`config.mk`:
```
export PLATFORM = sky130hd
export DESIGN_NAME = nal_byte_stream_framer
export DESIGN_NICKNAME = d
export VERILOG_FILES = /design/src/hdl/nbsf_pkg.sv /design/src/hdl/nal_byte_stream_framer.sv /design/src/hdl/nbsf_front.sv /design/src/hdl/nbsf_queue.sv /design/src/hdl/nbsf_back.sv
export VERILOG_INCLUDE_DIRS = /design/src /design/src/hdl
export SDC_FILE = /design/constraint.sdc
export NUM_CORES = 1
export LEC_CHECK = 0
export BUFFER_PORTS_ARGS = -buffer_cell sky130_fd_sc_hd__buf_2
export CAP_MARGIN = 10
export CORE_ASPECT_RATIO = 0.5
export CORE_MARGIN = 5
export CORE_UTILIZATION = 56
export DETAILED_ROUTE_END_ITERATION = 10
export PLACE_DENSITY = 0.77
export SKIP_CTS_REPAIR_TIMING = 1
export SLEW_MARGIN = 25
export SYNTH_ARGS = -nofsm -noshare
export SYNTH_HDL_FRONTEND = slang
export SYNTH_HIERARCHICAL = 1
export SYNTH_SLANG_ARGS = --single-unit
```
`constraint.sdc`:
```
create_clock -name clk -period 4 [get_ports clk]
set_clock_uncertainty 0.05 [all_clocks]
set_input_delay 0.8 -clock clk [delete_from_list [all_inputs] [get_ports clk]]
set_output_delay 0.8 -clock clk [all_outputs]
set_load 0.01 [all_outputs]
```
`src/hdl/nal_byte_stream_framer_defines.svh`:
```
// Assertion helpers for the byte-stream framer.
// Both expect clk and rst_n in scope.
`ifndef NAL_BYTE_STREAM_FRAMER_DEFINES_SVH
`define NAL_BYTE_STREAM_FRAMER_DEFINES_SVH

`define NBSF_ASSERT_IMP(label, ante, cons) \
    label: assert property (@(posedge clk) disable iff (!rst_n) (ante) |-> (cons)) \
        else $error("framer assertion failed");

`define NBSF_ASSERT_NEXT(label, ante, cons) \
    label: assert property (@(posedge clk) disable iff (!rst_n) (ante) |=> (cons)) \
        else $error("framer assertion failed");

`endif

```
`src/hdl/nbsf_pkg.sv`:
```
`default_nettype none

package nbsf_pkg;

    localparam int BYTE_W    = 8;
    localparam int BITLEN_W  = 27;
    localparam int CFG_W     = 24;
    localparam logic [CFG_W-1:0] CAP_RESET = 24'hFFFFFF;

    localparam int QUEUE_DEPTH = 4;
    localparam int QUEUE_AW    = 2;

    localparam logic [BYTE_W-1:0] SC_ZERO  = 8'h00;
    localparam logic [BYTE_W-1:0] SC_ONE   = 8'h01;
    localparam logic [BYTE_W-1:0] EPB_BYTE = 8'h03;
    localparam int START_CODE_LEN = 4;

    // Positions of the result slots one word can expand into
    localparam int SEQ_LEN     = 7;
    localparam int POS_SC_LAST = 3;
    localparam int POS_EPB     = 4;
    localparam int POS_PAY     = 5;
    localparam int POS_OVF     = 6;

    typedef struct packed {
        logic [BYTE_W-1:0]   data;
        logic                start;
        logic                esc;
        logic                pay;
        logic                ovf;
        logic                last;
        logic [BITLEN_W-1:0] bits;
    } desc_t;

endpackage

`default_nettype wire

```
`src/hdl/nal_byte_stream_framer.sv`:
```
// A word's first result passes its queue entry, then the output byte register.
// Throughput: one result per cycle while the reader pops; a word stays at the
// queue head until its 1 to 5 results leave the single output byte register.
// Plain payload words, when popped, stream at one per cycle via a 4-entry queue.
// Reset: counters, queue pointers and valid flag clear; capacity is 16777215.
`default_nettype none

module nal_byte_stream_framer #(
    parameter int COUNT_BITS = 24
) (
    input  wire logic                           clk,
    input  wire logic                           rst_n,
    input  wire logic                           push,
    output logic                                full,
    input  wire logic [nbsf_pkg::BYTE_W-1:0]    data_byte,
    input  wire logic                           first_byte,
    input  wire logic                           last_byte,
    input  wire logic [2:0]                     pad_bits,
    input  wire logic                           cfg_valid,
    output logic                                cfg_ready,
    input  wire logic [nbsf_pkg::CFG_W-1:0]     capacity_bytes,
    output logic                                empty,
    input  wire logic                           pop,
    output logic [nbsf_pkg::BYTE_W-1:0]         out_byte,
    output logic                                run_last,
    output logic                                unit_done,
    output logic                                overflow,
    output logic [nbsf_pkg::BITLEN_W-1:0]       bit_length
);

    logic            q_wr, q_rd, q_valid;
    nbsf_pkg::desc_t q_wdata, q_rdata;

    assign cfg_ready = 1'b1;

    nbsf_front #(
        .COUNT_BITS(COUNT_BITS)
    ) u_front (
        .clk           (clk),
        .rst_n         (rst_n),
        .push          (push),
        .full          (full),
        .data_byte     (data_byte),
        .first_byte    (first_byte),
        .last_byte     (last_byte),
        .pad_bits      (pad_bits),
        .cfg_valid     (cfg_valid),
        .capacity_bytes(capacity_bytes),
        .q_wr          (q_wr),
        .q_data        (q_wdata)
    );

    nbsf_queue u_queue (
        .clk     (clk),
        .rst_n   (rst_n),
        .wr_en   (q_wr),
        .wr_data (q_wdata),
        .full    (full),
        .rd_en   (q_rd),
        .rd_valid(q_valid),
        .rd_data (q_rdata)
    );

    nbsf_back u_back (
        .clk       (clk),
        .rst_n     (rst_n),
        .q_valid   (q_valid),
        .q_data    (q_rdata),
        .q_rd      (q_rd),
        .empty     (empty),
        .pop       (pop),
        .out_byte  (out_byte),
        .run_last  (run_last),
        .unit_done (unit_done),
        .overflow  (overflow),
        .bit_length(bit_length)
    );

endmodule

`default_nettype wire

```
`src/hdl/nbsf_front.sv`:
```
`default_nettype none

module nbsf_front #(
    parameter int COUNT_BITS = 24
) (
    input  wire logic                         clk,
    input  wire logic                         rst_n,
    input  wire logic                         push,
    input  wire logic                         full,
    input  wire logic [nbsf_pkg::BYTE_W-1:0]  data_byte,
    input  wire logic                         first_byte,
    input  wire logic                         last_byte,
    input  wire logic [2:0]                   pad_bits,
    input  wire logic                         cfg_valid,
    input  wire logic [nbsf_pkg::CFG_W-1:0]   capacity_bytes,
    output logic                              q_wr,
    output nbsf_pkg::desc_t                   q_data
);

    localparam int CAP_W = (COUNT_BITS < nbsf_pkg::CFG_W) ? COUNT_BITS : nbsf_pkg::CFG_W;

    logic [nbsf_pkg::CFG_W-1:0] capacity_reg;
    logic [COUNT_BITS-1:0]      bo_reg, bo_next;
    logic [1:0]                 zc_reg, zc_next;
    logic                       drop_reg, drop_next;

    logic [COUNT_BITS-1:0] cap_eff, bo_base, bo_esc, bo_new;
    logic [1:0]            zc_base;
    logic                  accept, live, start_ok, esc_need, esc_fit, pay_fit, path_ok;

    always_comb
    begin
        cap_eff  = COUNT_BITS'(capacity_reg[CAP_W-1:0]);
        accept   = push && !full;
        live     = first_byte || !drop_reg;
        start_ok = cap_eff >= COUNT_BITS'(nbsf_pkg::START_CODE_LEN);
        path_ok  = !first_byte || start_ok;

        bo_base  = first_byte ? (start_ok ? COUNT_BITS'(nbsf_pkg::START_CODE_LEN) : '0)
                              : bo_reg;
        zc_base  = first_byte ? 2'd0 : zc_reg;

        esc_need = (zc_base == 2'd2) && (data_byte[7:2] == 6'd0);
        esc_fit  = bo_base < cap_eff;
        bo_esc   = esc_need ? bo_base + COUNT_BITS'(1) : bo_base;
        pay_fit  = bo_esc < cap_eff;
        bo_new   = bo_esc + COUNT_BITS'(1);

        q_data.data  = data_byte;
        q_data.start = first_byte && start_ok;
        q_data.esc   = path_ok && esc_need && esc_fit;
        q_data.pay   = path_ok && (!esc_need || esc_fit) && pay_fit;
        q_data.ovf   = !q_data.pay;
        q_data.last  = last_byte;
        q_data.bits  = nbsf_pkg::BITLEN_W'({bo_new, 3'b000})
                       - nbsf_pkg::BITLEN_W'(pad_bits);

        q_wr = accept && live;

        bo_next   = bo_reg;
        zc_next   = zc_reg;
        drop_next = drop_reg;
        if (q_wr)
        begin
            bo_next = q_data.pay ? bo_new : bo_base;
            if (zc_base < 2'd2)
                zc_next = (data_byte == '0) ? zc_base + 2'd1 : 2'd0;
            else
                zc_next = (data_byte == '0) ? 2'd1 : 2'd0;
            // hold off until the next first word once the unit has ended
            drop_next = q_data.ovf || last_byte;
        end
    end

    always_ff @(posedge clk or negedge rst_n)
    begin
        if (!rst_n)
        begin
            capacity_reg <= nbsf_pkg::CAP_RESET;
            bo_reg       <= '0;
            zc_reg       <= 2'd0;
            drop_reg     <= 1'b0;
        end
        else
        begin
            if (cfg_valid)
                capacity_reg <= capacity_bytes;
            bo_reg   <= bo_next;
            zc_reg   <= zc_next;
            drop_reg <= drop_next;
        end
    end

endmodule

`default_nettype wire

```
`src/hdl/nbsf_queue.sv`:
```
`default_nettype none

module nbsf_queue (
    input  wire logic            clk,
    input  wire logic            rst_n,
    input  wire logic            wr_en,
    input  nbsf_pkg::desc_t      wr_data,
    output logic                 full,
    input  wire logic            rd_en,
    output logic                 rd_valid,
    output nbsf_pkg::desc_t      rd_data
);

    nbsf_pkg::desc_t entries_reg [nbsf_pkg::QUEUE_DEPTH];
    logic [nbsf_pkg::QUEUE_AW-1:0] wp_reg, wp_next, rp_reg, rp_next;
    logic [nbsf_pkg::QUEUE_AW:0]   cnt_reg, cnt_next;
    logic                          do_wr, do_rd;

    always_comb
    begin
        full     = cnt_reg == (nbsf_pkg::QUEUE_AW + 1)'(nbsf_pkg::QUEUE_DEPTH);
        rd_valid = cnt_reg != '0;
        rd_data  = entries_reg[rp_reg];
        do_wr    = wr_en && !full;
        do_rd    = rd_en && rd_valid;
        wp_next  = do_wr ? wp_reg + 1'b1 : wp_reg;
        rp_next  = do_rd ? rp_reg + 1'b1 : rp_reg;
        cnt_next = cnt_reg;
        if (do_wr && !do_rd)
            cnt_next = cnt_reg + 1'b1;
        else if (!do_wr && do_rd)
            cnt_next = cnt_reg - 1'b1;
    end

    always_ff @(posedge clk or negedge rst_n)
    begin
        if (!rst_n)
        begin
            wp_reg  <= '0;
            rp_reg  <= '0;
            cnt_reg <= '0;
        end
        else
        begin
            wp_reg  <= wp_next;
            rp_reg  <= rp_next;
            cnt_reg <= cnt_next;
        end
    end

    always_ff @(posedge clk)
    begin
        if (do_wr)
            entries_reg[wp_reg] <= wr_data;
    end

endmodule

`default_nettype wire

```
`src/hdl/nbsf_back.sv`:
```
`default_nettype none

`include "nal_byte_stream_framer_defines.svh"

module nbsf_back (
    input  wire logic                            clk,
    input  wire logic                            rst_n,
    input  wire logic                            q_valid,
    input  nbsf_pkg::desc_t                      q_data,
    output logic                                 q_rd,
    output logic                                 empty,
    input  wire logic                            pop,
    output logic [nbsf_pkg::BYTE_W-1:0]          out_byte,
    output logic                                 run_last,
    output logic                                 unit_done,
    output logic                                 overflow,
    output logic [nbsf_pkg::BITLEN_W-1:0]        bit_length
);

    logic [nbsf_pkg::SEQ_LEN-1:0] sent_reg, sent_next;
    logic [nbsf_pkg::SEQ_LEN-1:0] mask, rem, lowbit, rest;
    logic                         valid_reg, valid_next, load;

    logic [nbsf_pkg::BYTE_W-1:0]   byte_reg, byte_next;
    logic                          rlast_reg, rlast_next;
    logic                          done_reg, done_next;
    logic                          ovf_reg, ovf_next;
    logic [nbsf_pkg::BITLEN_W-1:0] bits_reg, bits_next;

    always_comb
    begin
        mask   = {q_data.ovf, q_data.pay, q_data.esc, {4{q_data.start}}};
        rem    = mask & ~sent_reg;
        lowbit = rem & (~rem + 1'b1);
        rest   = rem & ~lowbit;
        load   = q_valid && (!valid_reg || pop);

        byte_next  = byte_reg;
        rlast_next = rlast_reg;
        done_next  = done_reg;
        ovf_next   = ovf_reg;
        bits_next  = bits_reg;
        sent_next  = sent_reg;
        valid_next = valid_reg && !pop;
        q_rd       = 1'b0;

        if (load)
        begin
            valid_next = 1'b1;
            rlast_next = rest == '0;
            ovf_next   = lowbit[nbsf_pkg::POS_OVF];
            done_next  = lowbit[nbsf_pkg::POS_OVF]
                         || (lowbit[nbsf_pkg::POS_PAY] && q_data.last);
            bits_next  = (lowbit[nbsf_pkg::POS_PAY] && q_data.last) ? q_data.bits : '0;
            if (lowbit[nbsf_pkg::POS_PAY])
                byte_next = q_data.data;
            else if (lowbit[nbsf_pkg::POS_EPB])
                byte_next = nbsf_pkg::EPB_BYTE;
            else if (lowbit[nbsf_pkg::POS_SC_LAST])
                byte_next = nbsf_pkg::SC_ONE;
            else
                byte_next = nbsf_pkg::SC_ZERO;
            // retire the word after its final slot, else mark the slot sent
            if (rest == '0)
            begin
                sent_next = '0;
                q_rd      = 1'b1;
            end
            else
            begin
                sent_next = sent_reg | lowbit;
            end
        end
    end

    always_ff @(posedge clk or negedge rst_n)
    begin
        if (!rst_n)
        begin
            valid_reg <= 1'b0;
            sent_reg  <= '0;
        end
        else
        begin
            valid_reg <= valid_next;
            sent_reg  <= sent_next;
        end
    end

    always_ff @(posedge clk)
    begin
        byte_reg  <= byte_next;
        rlast_reg <= rlast_next;
        done_reg  <= done_next;
        ovf_reg   <= ovf_next;
        bits_reg  <= bits_next;
    end

    assign empty      = !valid_reg;
    assign out_byte   = byte_reg;
    assign run_last   = rlast_reg;
    assign unit_done  = done_reg;
    assign overflow   = ovf_reg;
    assign bit_length = bits_reg;

    `NBSF_ASSERT_IMP(a_ovf_ends_unit, valid_reg && ovf_reg,
                     done_reg && rlast_reg && (bits_reg == '0))
    `NBSF_ASSERT_IMP(a_len_only_at_end, valid_reg && (bits_reg != '0), done_reg && rlast_reg)
    `NBSF_ASSERT_IMP(a_partial_needs_head, sent_reg != '0, q_valid)
    `NBSF_ASSERT_NEXT(a_retire_clears, load && (rest == '0), sent_reg == '0)

endmodule

`default_nettype wire

```
# Yosys cells after proc, flatten, opt, wreduce, memory -nomap -nowiden

Memories as Yosys holds them, arrays and structs flattened.
Index checks and enable logic that the tools add are counted.

Add/sub/neg operators: 9
Mux-type cells: 19
Bitwise operators: 7
Reduce and logical (&&, ||, !) cells: 35
Magnitude comparators: 4
Equality and inequality tests: 2

Operators with widths:

| operator                | count |
|---|---|
| $mux W24                | 3 |
| $add A24 B1 Y24 const B | 2 |
| $lt A24 B24 Y1          | 2 |
| $sub A27 B3 Y27         | 1 |
| $ge A24 B3 Y1 const B   | 1 |
| $and A7 B7 Y7           | 3 |
| $not A7 Y7              | 3 |
| $mux W8                 | 2 |
| $logic_and A1 B1 Y1     | 15 |
| $logic_not A1 Y1        | 9 |
| $mux W3                 | 3 |
| $logic_not A8 Y1        | 1 |
| $add A7 B1 Y7 const B   | 1 |
| $logic_not A7 Y1        | 1 |
| $mux W1                 | 7 |
| $mux W7                 | 1 |
| $or A7 B7 Y7            | 1 |
| $add A2 B1 Y2 const B   | 3 |
| $logic_not A6 Y1        | 1 |
| $logic_or A1 B1 Y1      | 6 |
| $mux W2                 | 3 |
| $add A3 B1 Y3 const B   | 1 |
| $eq A3 B3 Y1 const B    | 1 |
| $reduce_bool A3 Y1      | 1 |
| other kinds (4)         | 4 |

Memories: 1
Logic and storage cells: 91
Input bits: 42
Memory bits (writable): 160
Register bits: 104
Output and inout bits: 41

Memories:

| name                | words | bits a word | read ports | clocked after memory_dff | write ports | RTL line         | RTL |
|---|---|---|---|---|---|---|---|
| u_queue.entries_reg | 4     | 40          | 1          | 0                        | 1           | nbsf_queue.sv:14 | `nbsf_pkg::desc_t entries_reg [nbsf_pkg::QUEUE_DEPTH];` |

# Depth between registers and ports, before layout

Gate-level depths: netlist of run 1.

Depth after elaboration: 14
Depth in mapped cells: 22
Gate-level depth less buffers: 18

# Hierarchy

The synthesis of run 1 kept the hierarchy.

Modules (own cells, without submodules):

| module                 | area each (sq um) | seq. area each (sq um) | instances | cells an instance |
|---|---|---|---|---|
| nbsf_queue             | 6249.7            | 4979.8                 | 1         | 245 |
| nbsf_front             | 5814.3            | 1306.3                 | 1         | 716 |
| nbsf_back              | 1911.8            | 1341.3                 | 1         | 129 |
| nal_byte_stream_framer | 11.3              | 0.0                    | 1         | 2 |

# Least setup slack after synthesis of run 1

OpenSTA, ideal clock, no wires.

Kind: input to register
Start: input first_byte
End: memory u_queue/entries_reg[0][25] in the netlist's numbering (data pin)
Path buffers: 3
Setup slack: -1266 ps
Required time: 3670 ps
Library setup time: 280 ps
Stages on the path: 18
Data arrival time: 4937 ps
Path through: clkbuf_1 -> clkbuf_1 -> clkbuf_1 -> nor2b_1 -> ha_1 -> or3b_1 -> o21ai_0 -> and2_0 -> inv_1 -> ha_1 -> and3_1 -> mux2i_4 -> nor4_2 -> or3_1 -> a22oi_2 -> nand4_4 -> or3b_1 -> xor2_1

RTL lines:

| what               | RTL line                     | RTL |
|---|---|---|
| start: declaration | nal_byte_stream_framer.sv:16 | `input wire logic first_byte,` |
| end: declaration   | nbsf_queue.sv:14             |  |

==> reports/results.tsv, run 1 <==
stage	metric	value	unit
timing	max-slew violation count	0	
floorplanning	core box area	0.0243	sq mm
timing	RSZ-0062 raised after global routing	yes	
setup_path	Reg2Reg Setup Slack	-190	ps
floorplanning	Die X	234	microns
status	run status	finished, violations left	
logic_synthesis	post-synth top area cell	edfxtp_1	
clock_tree	clk_lat worst skew	560	ps
global_routing	overall global routing resource usage	0.259	
setup_path	Slowest cell on crit path	or3b_4	
timing	max_slew headroom	0.347	
logic_synthesis	top post-synthesis cells by area	edfxtp_1 (43%), dfrtp_1 (7.5%), mux4_2 (6.1%)	
power_and_ir_drop	Pleak	7.24	nW
final_layout	final instance area	0.0176	sq mm
drt	DR WL/cell	21.8	microns
drt	antenna violation net count after detailed routing	0	
setup_path	CP Data Arrival Time	4570	ps
drt	final wirelength	37700	microns
clock_tree	Clock transition at path regs	70	ps
timing	Min Hold Slack	220	ps
setup_path	FF-to-FF path depth	17	
clock_tree	Sinks on Clock Net	264	
logic_synthesis	asr flop ratio synth	0.250	
drt	total number of vias	10400	
drt	vias per std cell	6.05	
clock_tree	Inserted Clock Buffers	24	
final_layout	area grow syn2layout	26.0	%
logic_synthesis	FF+latch count, synth	264	
logic_synthesis	Yosys warnings	6	
setup_path	end of the worst register-to-register path	u_front/drop_reg	
status	failing checks	setup timing	
logic_synthesis	Cells after Synth	1092	
setup_path	Cell Chain, Critical Path	buf_2 > nor4_4 > buf_4 > nand4_1 > buf_4 > nor3_2 > mux2i_1 > inv_1 > ha_4 > a21oi_2 > nor2b_1 > o21ai_0 > a21oi_1 > o41ai_2 > buf_4 > or3b_4 > or3_4 > nor2_1 > o21ai_1	
final_layout	max FFs per register	160	
global_routing	initial antenna violation count	0	
setup_path	Most Frequent Cell on Critical Path	buf_4	
final_layout	layout cells sized above 1	0.393	
place	final weighted congestion in routability-driven placement	0.979	
logic_synthesis	Synth Cell Area	0.0140	sq mm
timing	Final min period	4200	ps
logic_synthesis	Mapped Nets	1191	
clock_tree	Longest Clk Path Bufs	3	
global_routing	first-pass GRT wire length	57100	microns
clock_tree	TritonCTS clock tree	yes	
timing	# setup viols final	59	
setup_path	CP Class	input port to flip-flop	
timing	Worst Setup Slack, final	-199	ps
logic_synthesis	Yosys top cell area share	0.425	
floorplanning	I/O pin count	83	
clock_tree	root buf cell	clkbuf_16	
power_and_ir_drop	power per cell area	525	mW/mm^2
logic_synthesis	Synth cell types	102	
final_layout	Fillers	1526	
floorplanning	DIE HEIGHT	122	microns
logic_synthesis	sequential share of the synthesized area	0.545	
logic_synthesis	most common cell in the netlist	edfxtp_1	
final_layout	final layout net count	1469	
drt	Starting DRT DRC Count	1379	
place	Placement Setup Slack	-778	ps
floorplanning	die area	0.0284	sq mm
final_layout	Antenna Cells	0	
global_routing	number of global-route vias before repair	10200	
place	DP Wirelength	26600	microns
floorplanning	FP Rows	40	
place	port bufs	81	
timing	final hold vios	0	
power_and_ir_drop	worst ir drop on vdd	0.343	mV
setup_path	critical path data required time	4380	ps
job	max-cap viol count	0	
setup_path	FF-to-FF Start	u_front/bo_reg[0]	
timing	Final Cycle Share	1.05	
logic_synthesis	top cells by count, synth	edfxtp_1 (198), nand2_1 (80), ha_1 (56), inv_1 (56), nor2_1 (49)	
setup_path	Worst Setup SP	data_byte[4]	
place	Post-DP Area	0.0163	sq mm
setup_path	CP max stage delay	430	ps
drt	# DRC	0	
global_routing	GR Overflow Total	0	
setup_path	Crit. End Element	flip-flop	
timing	Worst Max-Slew Pin Slew	979	ps
min_path	worst min-delay path class	input port to async pin	
floorplanning	Initial Util	0.576	
timing	Peak Freq	238	MHz
global_routing	largest net degree at the start of global routing	48	
logic_synthesis	Avg Cell Area, Syn	12.8	sq um
logic_synthesis	top_reg_cell synth	edfxtp_1	
logic_synthesis	Post-synth EDFFs	198	
clock_tree	htree depth	1	
drt	Pre-Repair DR Iteration Count	7	
setup_path	CP Launch Type	input port	
setup_path	Worst Path Max Fanout	6	
==> layout make-up <==
class	instances	area, sq um	area share
repair buffers	310	2270	0.129
inverters	57	216	0.0123
well taps	336	420	0.0239
flip-flops and latches	264	7630	0.433
clock buffers	32	661	0.0375
multi-input cells	713	6290	0.357
clock inverters	12	138	0.00781
==> worst max-delay path by stage <==
stage | endpoint | slack [ps] | cells after the start
5_1_grt | u_front/drop_reg | -310 | 17
6_report | u_front/drop_reg | -200 | 19
4_1_cts | u_front/bo_reg[5] | -260 | 19
2_1_floorplan | u_front/bo_reg[20] | -660 | 20
3_3_place_gp | u_front/bo_reg[19] | -710 | 19
3_5_place_dp | u_front/bo_reg[1] | -780 | 19
==> power breakdown <==
group,switching (W),internal [W]
clock,0.00105,0.00131
sequential,0.000300,0.00364
combinational,0.00163,0.00132
==> metal layers <==
| layer | share of wire | vias up | track usage |
|---|---|---|---|
| li1 | - | 4684 | - |
| met1 | 0.42 | 5057 | 0.373 |
| met2 | 0.46 | 590 | 0.417 |
| met3 | 0.092 | 91 | 0.0489 |
| met4 | 0.025 | 0 | 0.0586 |
| met5 | 0 | - | 0 |
==> metrics by stage <==
step | cells | power [W] | TNS (ps) | util
floorplan | 1092 | 0.00589 | -39910 | -
global placement | 1667 | 0.00667 | -48580 | 0.670
detailed placement | 1667 | 0.00681 | -56930 | 0.670
CTS | 1711 | 0.00919 | -8940 | 0.703
global route | 1724 | 0.00967 | -11380 | 0.726
finish | 1724 | 0.00925 | -3740 | 0.726
==> critical path, delay by kind of cell <==
family | cells | cell delay [ps]
AOI/OAI and AO/OA | 5 | 850
and+or+nand+nor | 7 | 1610
muxes | 1 | 260
buffers and inverters | 5 | 810
adders and majority gates | 1 | 240
==> placed cells by master (no fill, tap or decap), drive strengths merged, types with 14 or more instances in the layout <==
master / instances
nand3: 23
and3: 38
inv: 59
clkbuf: 33
and2: 14
o221ai: 18
a21o: 14
nor2: 50
nor4: 14
o21ai: 44
mux4: 40
dfrtp: 42
dfstp: 24
xnor2: 47
xor2: 21
a21oi: 26
buf: 309
ha: 56
nor3: 23
nand2: 80
edfxtp: 198
nor2b: 29
nand4: 31
==> cell families (layout without fill, tap and decap cells) <==
group | count (synthesis) | after routing | share of synthesized area
simple gates | 358 | 358 | 0.147
other cells | 1 | 1 | 0.000268
xor+xnor | 68 | 68 | 0.0426
fa+ha+maj | 57 | 57 | 0.0515
flops | 264 | 264 | 0.545
compound gates | 176 | 176 | 0.0935
buf+inv | 115 | 411 | 0.0435
mux | 53 | 53 | 0.0759
No activity file was read; power rests on OpenSTA's default activity.
==> run 2, diff against run 1 <==
- MAX_ROUTING_LAYER: unset -> met4
==> run 2 against run 1 <==
The flow still finishes with violations (setup timing). Register-to-register slack better by 80 ps. Wire length grew 3.5%. Critical path depth is 1 lower. First-iteration DRC count decreased by 21%. Core utilization rose by 0.49 points. Clock power fell by 2%. Non-clock buffer count increased by 1. Largest cell class unchanged. Highest routed layer unchanged.
==> reports/results.tsv, run 2 (synthesis results as in run 1) <==
stage	metric	value	unit	change
status	run status	finished, violations left		unchanged
status	failing checks	setup timing		unchanged
clock_tree	htree depth	1		unchanged
drt	total number of vias	10600		was 10,400
timing	setup TNS	-3530	ps	was -3740 ps
timing	final hold vios	0		unchanged
final_layout	area grow syn2layout	26.9	%	was 26.0%
final_layout	final layout net count	1470		was 1,469
setup_path	Cell Chain, Critical Path	buf_4 > nor4_4 > buf_6 > nand4_1 > nor3_1 > buf_4 > nand4_1 > or3_1 > a21oi_2 > ha_1 > nand4_1 > nor2_2 > o41ai_2 > buf_4 > or3b_4 > or3_4 > nor2_2 > o21ai_1		was buf_2 > nor4_4 > buf_4 > nand4_1 > buf_4 > nor3_2 > mux2i_1 > inv_1 > ha_4 > a21oi_2 > nor2b_1 > o21ai_0 > a21oi_1 > o41ai_2 > buf_4 > or3b_4 > or3_4 > nor2_1 > o21ai_1
timing	Final min period	4160	ps	was 4200 ps
timing	Peak Freq	240	MHz	was 238 MHz
power_and_ir_drop	worst ir drop on vdd	0.284	mV	was 0.343 mV
drt	final wirelength	39000	microns	was 37,700 microns
setup_path	FF-to-FF path depth	18		was 17
global_routing	met1 Use GR	0.372		was 0.373
timing	Worst Setup Slack, final	-164	ps	was -199 ps
power_and_ir_drop	Psw	0.00304	W	was 0.00298 W
timing	max_slew headroom	0.559		was 0.347
min_path	worst min-delay path class	input port to async pin		unchanged
setup_path	CP Data Arrival Time	4540	ps	was 4570 ps
floorplanning	DIE HEIGHT	122	microns	unchanged
power_and_ir_drop	Comb pwr share	0.324		was 0.319
final_layout	commonest cells after routing, fill and taps aside	buf_4 (216), edfxtp_1 (198), buf_2 (78), nand2_1 (76), inv_1 (53)		was buf_4 (213), edfxtp_1 (198), buf_2 (79), nand2_1 (77), inv_1 (53)
final_layout	Final Util	0.731		was 0.726
setup_path	Slowest cell on crit path	or3_4		was or3b_4
global_routing	first-pass GRT wire length	58300	microns	was 57,100 microns
clock_tree	Clock transition at path regs	70	ps	about the same
global_routing	global-route met2 utilization	0.425		was 0.417
final_layout	max FFs per register	160		unchanged
timing	RSZ-0062 raised after global routing	yes		unchanged
power_and_ir_drop	power per cell area	522	mW/mm^2	was 525 mW/mm^2
job	max-cap viol count	0		unchanged
setup_path	CP Class	input port to flip-flop		unchanged
global_routing	number of global-route vias before repair	10400		was 10,200
drt	# DRC	0		unchanged
drt	Pre-Repair DR Iteration Count	5		was 7
power_and_ir_drop	Pleak	7.32	nW	was 7.24 nW
clock_tree	root buf cell	clkbuf_16		unchanged
floorplanning	Die X	234	microns	unchanged
timing	# setup viols final	53		was 59
drt	DR WL/cell	22.6	microns	was 21.8 microns
timing	Final Cycle Share	1.04		was 1.05
floorplanning	Initial Util	0.576		unchanged
final_layout	layout cells sized above 1	0.402		was 0.393
floorplanning	FP Rows	40		unchanged
floorplanning	I/O pin count	83		unchanged
place	port bufs	81		unchanged
setup_path	Crit. End Element	flip-flop		unchanged
setup_path	Worst Path Max Fanout	6		unchanged
global_routing	overall global routing resource usage	0.272		was 0.259
clock_tree	Sinks on Clock Net	264		unchanged
clock_tree	Inserted Clock Buffers	24		unchanged
global_routing	Top Usage Layer GRT	met2		unchanged
floorplanning	core box area	0.0243	sq mm	unchanged
timing	Worst Max-Slew Pin Slew	659	ps	was 979 ps
setup_path	CP Launch Type	input port		unchanged
global_routing	initial antenna violation count	1		was 0
global_routing	largest net degree at the start of global routing	48		unchanged
power_and_ir_drop	switch share	0.328		was 0.322
floorplanning	die area	0.0284	sq mm	unchanged
clock_tree	clk_lat worst skew	540	ps	was 560 ps
clock_tree	Longest Clk Path Bufs	3		unchanged
drt	antenna violation net count after detailed routing	0		unchanged
timing	max-slew violation count	0		unchanged
drt	Starting DRT DRC Count	1095		was 1,379
clock_tree	TritonCTS clock tree	yes		unchanged
setup_path	CP max stage delay	450	ps	was 430 ps
global_routing	met3 GRT Util	0.0640		was 0.0489
setup_path	critical path data required time	4370	ps	was 4380 ps
global_routing	GR Overflow Total	0		unchanged
final_layout	Fillers	1481		was 1,526
power_and_ir_drop	Clk pwr share	0.251		was 0.255
drt	vias per std cell	6.12		was 6.05
place	final weighted congestion in routability-driven placement	0.997		was 0.979
place	DP Wirelength	26200	microns	was 26,600 microns
power_and_ir_drop	Internal	0.00622	W	was 0.00627 W
power_and_ir_drop	sequential share of power	0.425		was 0.426
final_layout	commonest non-fill, non-tap cell in the layout	buf_4		unchanged
==> run 2: cell count changes in the layout (fill, tap and decap cells not counted), moves of 3 or more <==
cell,delta
xnor2_2,-3
buf_4,+3
nor3_2,-3
o221ai_1,-3
o221ai_2,+3
==> run 2: routing by layer <==
layer	part of all wire	wire length (microns)
met5	0	0
met4	0.025	988
met3	0.094	3670
met2	0.47	18400
met1	0.41	15900
==> run 2: power by group through the flow <==
stage,clock [W],sequential (W),combinational (W)
2_1_floorplan,0,0.00397,0.00192
3_3_place_gp,0,0.00394,0.00272
3_5_place_dp,0,0.00397,0.00282
4_1_cts,0.00233,0.00394,0.00287
5_1_grt,0.00247,0.00400,0.00321
6_report,0.00232,0.00394,0.00300
==> run 2: worst max-delay path, delay by kind of cell <==
family	cells	cell delay [ps]
simple gates	10	2530
buf+inv	4	650
compound gates	3	280
fa+ha+maj	1	260
==> run 2: through the flow <==
| step | power, W | setup WS, ps | instances | instance area, sq um | hold WS [ps] |
|---|---|---|---|---|---|
| after global routing | 0.00968 | -330 | 1726 | 17700 | 264 |
| final | 0.00926 | -164 | 1726 | 17700 | 229 |
| after CTS | 0.00914 | -342 | 1712 | 17100 | 240 |
| after global placement | 0.00665 | -638 | 1668 | 16300 | 413 |
| after detailed placement | 0.00679 | -790 | 1668 | 16300 | 420 |
| after floorplan | 0.00589 | -665 | 1092 | 14200 | 395 |
==> run 2: layout make-up <==
cell class	count	area (sq um)	area share
sequential	264	7630	0.430
multi-input combinational	713	6400	0.361
timing repair buffer	311	2290	0.129
clock buffer	31	667	0.0376
tap	336	420	0.0237
inverter	57	216	0.0122
clock inverter	13	115	0.00649
antenna	1	2.50	0.000141
==> run 2: path summary, 6_finish.rpt <==
check                                           end                from  slack, ps
worst max-delay path               u_front/drop_reg        data_byte[4]       -160
worst min-delay path             u_back/sent_reg[1]               rst_n        230
worst max register to register     u_front/drop_reg   u_front/zc_reg[1]       -110
worst min register to register   u_queue/cnt_reg[2]  u_queue/cnt_reg[2]        440
max in group asynchronous       u_front/cap_eff[16]               rst_n       2840
min in group clk                 u_front/cap_eff[8]   capacity_bytes[8]        410
==> run 3, diff against run 2 <==
- PLACE_DENSITY: 0.77 -> 0.76
==> run 3 against run 2 <==
The flow still finishes with violations (setup timing). Wire length hardly changed. Power grew 0.88%. Non-clock buffer count increased by 6. First-iteration DRC count grew 25%. Highest routed layer unchanged. Largest cell class unchanged. Count of clock-buffer cells in the layout grew 3. Combinational power hardly changed. Sequential cell count is the same. Critical path type is now flip-flop to flip-flop. Core utilization up 0.36 points. Die area is the same. Sequential power barely moved.
==> reports/results.tsv, run 3 (synthesis results as in run 1) <==
stage	metric	value	unit	change
clock_tree	htree depth	1		unchanged
timing	Worst Setup Slack, final	-326	ps	was -164 ps
final_layout	layout cells sized above 1	0.400		was 0.402
timing	final hold vios	0		unchanged
drt	total number of vias	10600		about the same
place	port bufs	81		unchanged
place	DP Wirelength	26700	microns	was 26,200 microns
setup_path	critical path data required time	4370	ps	about the same
clock_tree	TritonCTS clock tree	yes		unchanged
drt	DR WL/cell	22.5	microns	was 22.6 microns
timing	Min Hold Slack	222	ps	was 229 ps
setup_path	FF-to-FF Start	u_front/zc_reg[1]		unchanged
clock_tree	clk_lat worst skew	550	ps	was 540 ps
floorplanning	I/O pin count	83		unchanged
global_routing	number of global-route vias before repair	10300		was 10,400
clock_tree	Sinks on Clock Net	264		unchanged
status	run status	finished, violations left		unchanged
clock_tree	root buf cell	clkbuf_16		unchanged
clock_tree	Longest Clk Path Bufs	3		unchanged
setup_path	CP Class	flip-flop to flip-flop		was input port to flip-flop
min_path	worst min-delay path class	input port to async pin		unchanged
setup_path	Worst Path Max Fanout	6		unchanged
drt	antenna violation net count after detailed routing	0		unchanged
global_routing	largest net degree at the start of global routing	48		unchanged
clock_tree	Clock transition at path regs	70	ps	about the same
global_routing	GR Overflow Total	0		unchanged
final_layout	Antenna Cells	0		was 1
status	failing checks	setup timing		unchanged
place	Placement Setup Slack	-807	ps	was -790 ps
place	final weighted congestion in routability-driven placement	0.986		was 0.997
final_layout	max FFs per register	160		unchanged
floorplanning	FP Rows	40		unchanged
setup_path	Reg2Reg Setup Slack	-330	ps	was -110 ps
timing	Final Cycle Share	1.08		was 1.04
drt	final wirelength	39000	microns	about the same
timing	max_slew headroom	0.465		was 0.559
setup_path	CP Launch Type	flip-flop		was input port
floorplanning	die area	0.0284	sq mm	unchanged
floorplanning	DIE HEIGHT	122	microns	unchanged
drt	Pre-Repair DR Iteration Count	5		unchanged
global_routing	initial antenna violation count	0		was 1
timing	Peak Freq	231	MHz	was 240 MHz
setup_path	Worst Setup SP	u_front/zc_reg[1]		was data_byte[4]
clock_tree	Inserted Clock Buffers	24		unchanged
floorplanning	Die X	234	microns	unchanged
power_and_ir_drop	Pleak	7.35	nW	was 7.32 nW
final_layout	commonest cells after routing, fill and taps aside	buf_4 (215), edfxtp_1 (198), buf_2 (77), nand2_1 (74)		was buf_4 (216), edfxtp_1 (198), buf_2 (78), nand2_1 (76), inv_1 (53)
power_and_ir_drop	worst ir drop on vdd	0.337	mV	was 0.284 mV
floorplanning	core box area	0.0243	sq mm	unchanged
drt	# DRC	0		unchanged
setup_path	Crit. End Element	flip-flop		unchanged
power_and_ir_drop	power per cell area	524	mW/mm^2	was 522 mW/mm^2
final_layout	commonest non-fill, non-tap cell in the layout	buf_4		unchanged
timing	Worst Max-Slew Pin Slew	803	ps	was 659 ps
final_layout	final layout net count	1476		was 1,470
timing	max-slew violation count	0		unchanged
timing	# setup viols final	65		was 53
timing	RSZ-0062 raised after global routing	yes		unchanged
timing	Final min period	4330	ps	was 4160 ps
final_layout	area grow syn2layout	27.5	%	was 26.9%
floorplanning	Initial Util	0.576		unchanged
global_routing	overall global routing resource usage	0.270		was 0.272
setup_path	CP Data Arrival Time	4700	ps	was 4540 ps
job	max-cap viol count	0		unchanged
drt	vias per std cell	6.11		was 6.12
global_routing	first-pass GRT wire length	57900	microns	was 58,300 microns
drt	Starting DRT DRC Count	1372		was 1,095
run 3: cell types whose count changed in the layout (fill, tap and decap cells not counted), sizes merged:
| cell | previous run | this run |
|---|---|---|
| diode | 1 | 0 |
| clkinv | 9 | 7 |
| buf | 309 | 316 |
| clkinvlp | 3 | 0 |
| bufinv | 1 | 2 |
| inv | 57 | 58 |
| clkbuf | 33 | 35 |
run 3: metrics by stage:
| stage | setup TNS (ps) | cell area [sq um] | util | total power, W | instances |
|---|---|---|---|---|---|
| after floorplan | -39910 | 14200 | - | 0.00589 | 1092 |
| after global placement | -47470 | 16300 | 0.671 | 0.00669 | 1668 |
| after detailed placement | -62720 | 16300 | 0.671 | 0.00683 | 1668 |
| after CTS | -10920 | 17100 | 0.705 | 0.00923 | 1712 |
| after global routing | -19130 | 17800 | 0.735 | 0.00976 | 1731 |
| final | -11430 | 17800 | 0.735 | 0.00934 | 1731 |
run 3: worst max-delay path, cell delays in order, from the launching register on:
cell	delay [ps]
dfrtp_1	360
nor2b_4	180
ha_4	150
or3b_4	420
buf_6	140
nor2_4	80
nand2_2	70
xor2_2	180
ha_1	340
a21oi_2	130
nor2b_1	60
o31ai_1	300
a21oi_1	140
o41ai_1	370
buf_4	180
or3b_4	420
or3_4	440
nor2_2	130
o21ai_1	70
run 3: final cells by class:
type,instances,area [sq um]
sequential,264,7630
timing repair buffer,317,2370
clock inverter,10,121
multi-input combinational,713,6390
clock buffer,34,689
fill,1480,6440
tap,336,420
inverter,57,216
run 3: path summary, 6_finish.rpt:
check | end | cells after the start
worst max-delay path | u_front/drop_reg | 18
worst max register to register | u_front/drop_reg | 18
max in group asynchronous | u_front/cap_eff[21] | 2
worst min-delay path | u_back/sent_reg[0] | 1
worst min register to register | u_queue/cnt_reg[2] | 1
min in group clk | u_front/cap_eff[13] | 3
run 3: power by group:
| part | switching, W | internal (W) |
|---|---|---|
| clock network | 0.00105 | 0.00134 |
| registers | 0.000282 | 0.00364 |
| logic | 0.00169 | 0.00134 |
run 3: metal layers:
metal | part of all wire | GRT usage | up-vias
met2 | 0.47 | 0.422 | 599
met5 | 0 | - | -
met4 | 0.024 | 0.0564 | 0
met3 | 0.090 | 0.0564 | 82
li1 | - | - | 4698
met1 | 0.42 | 0.375 | 5195
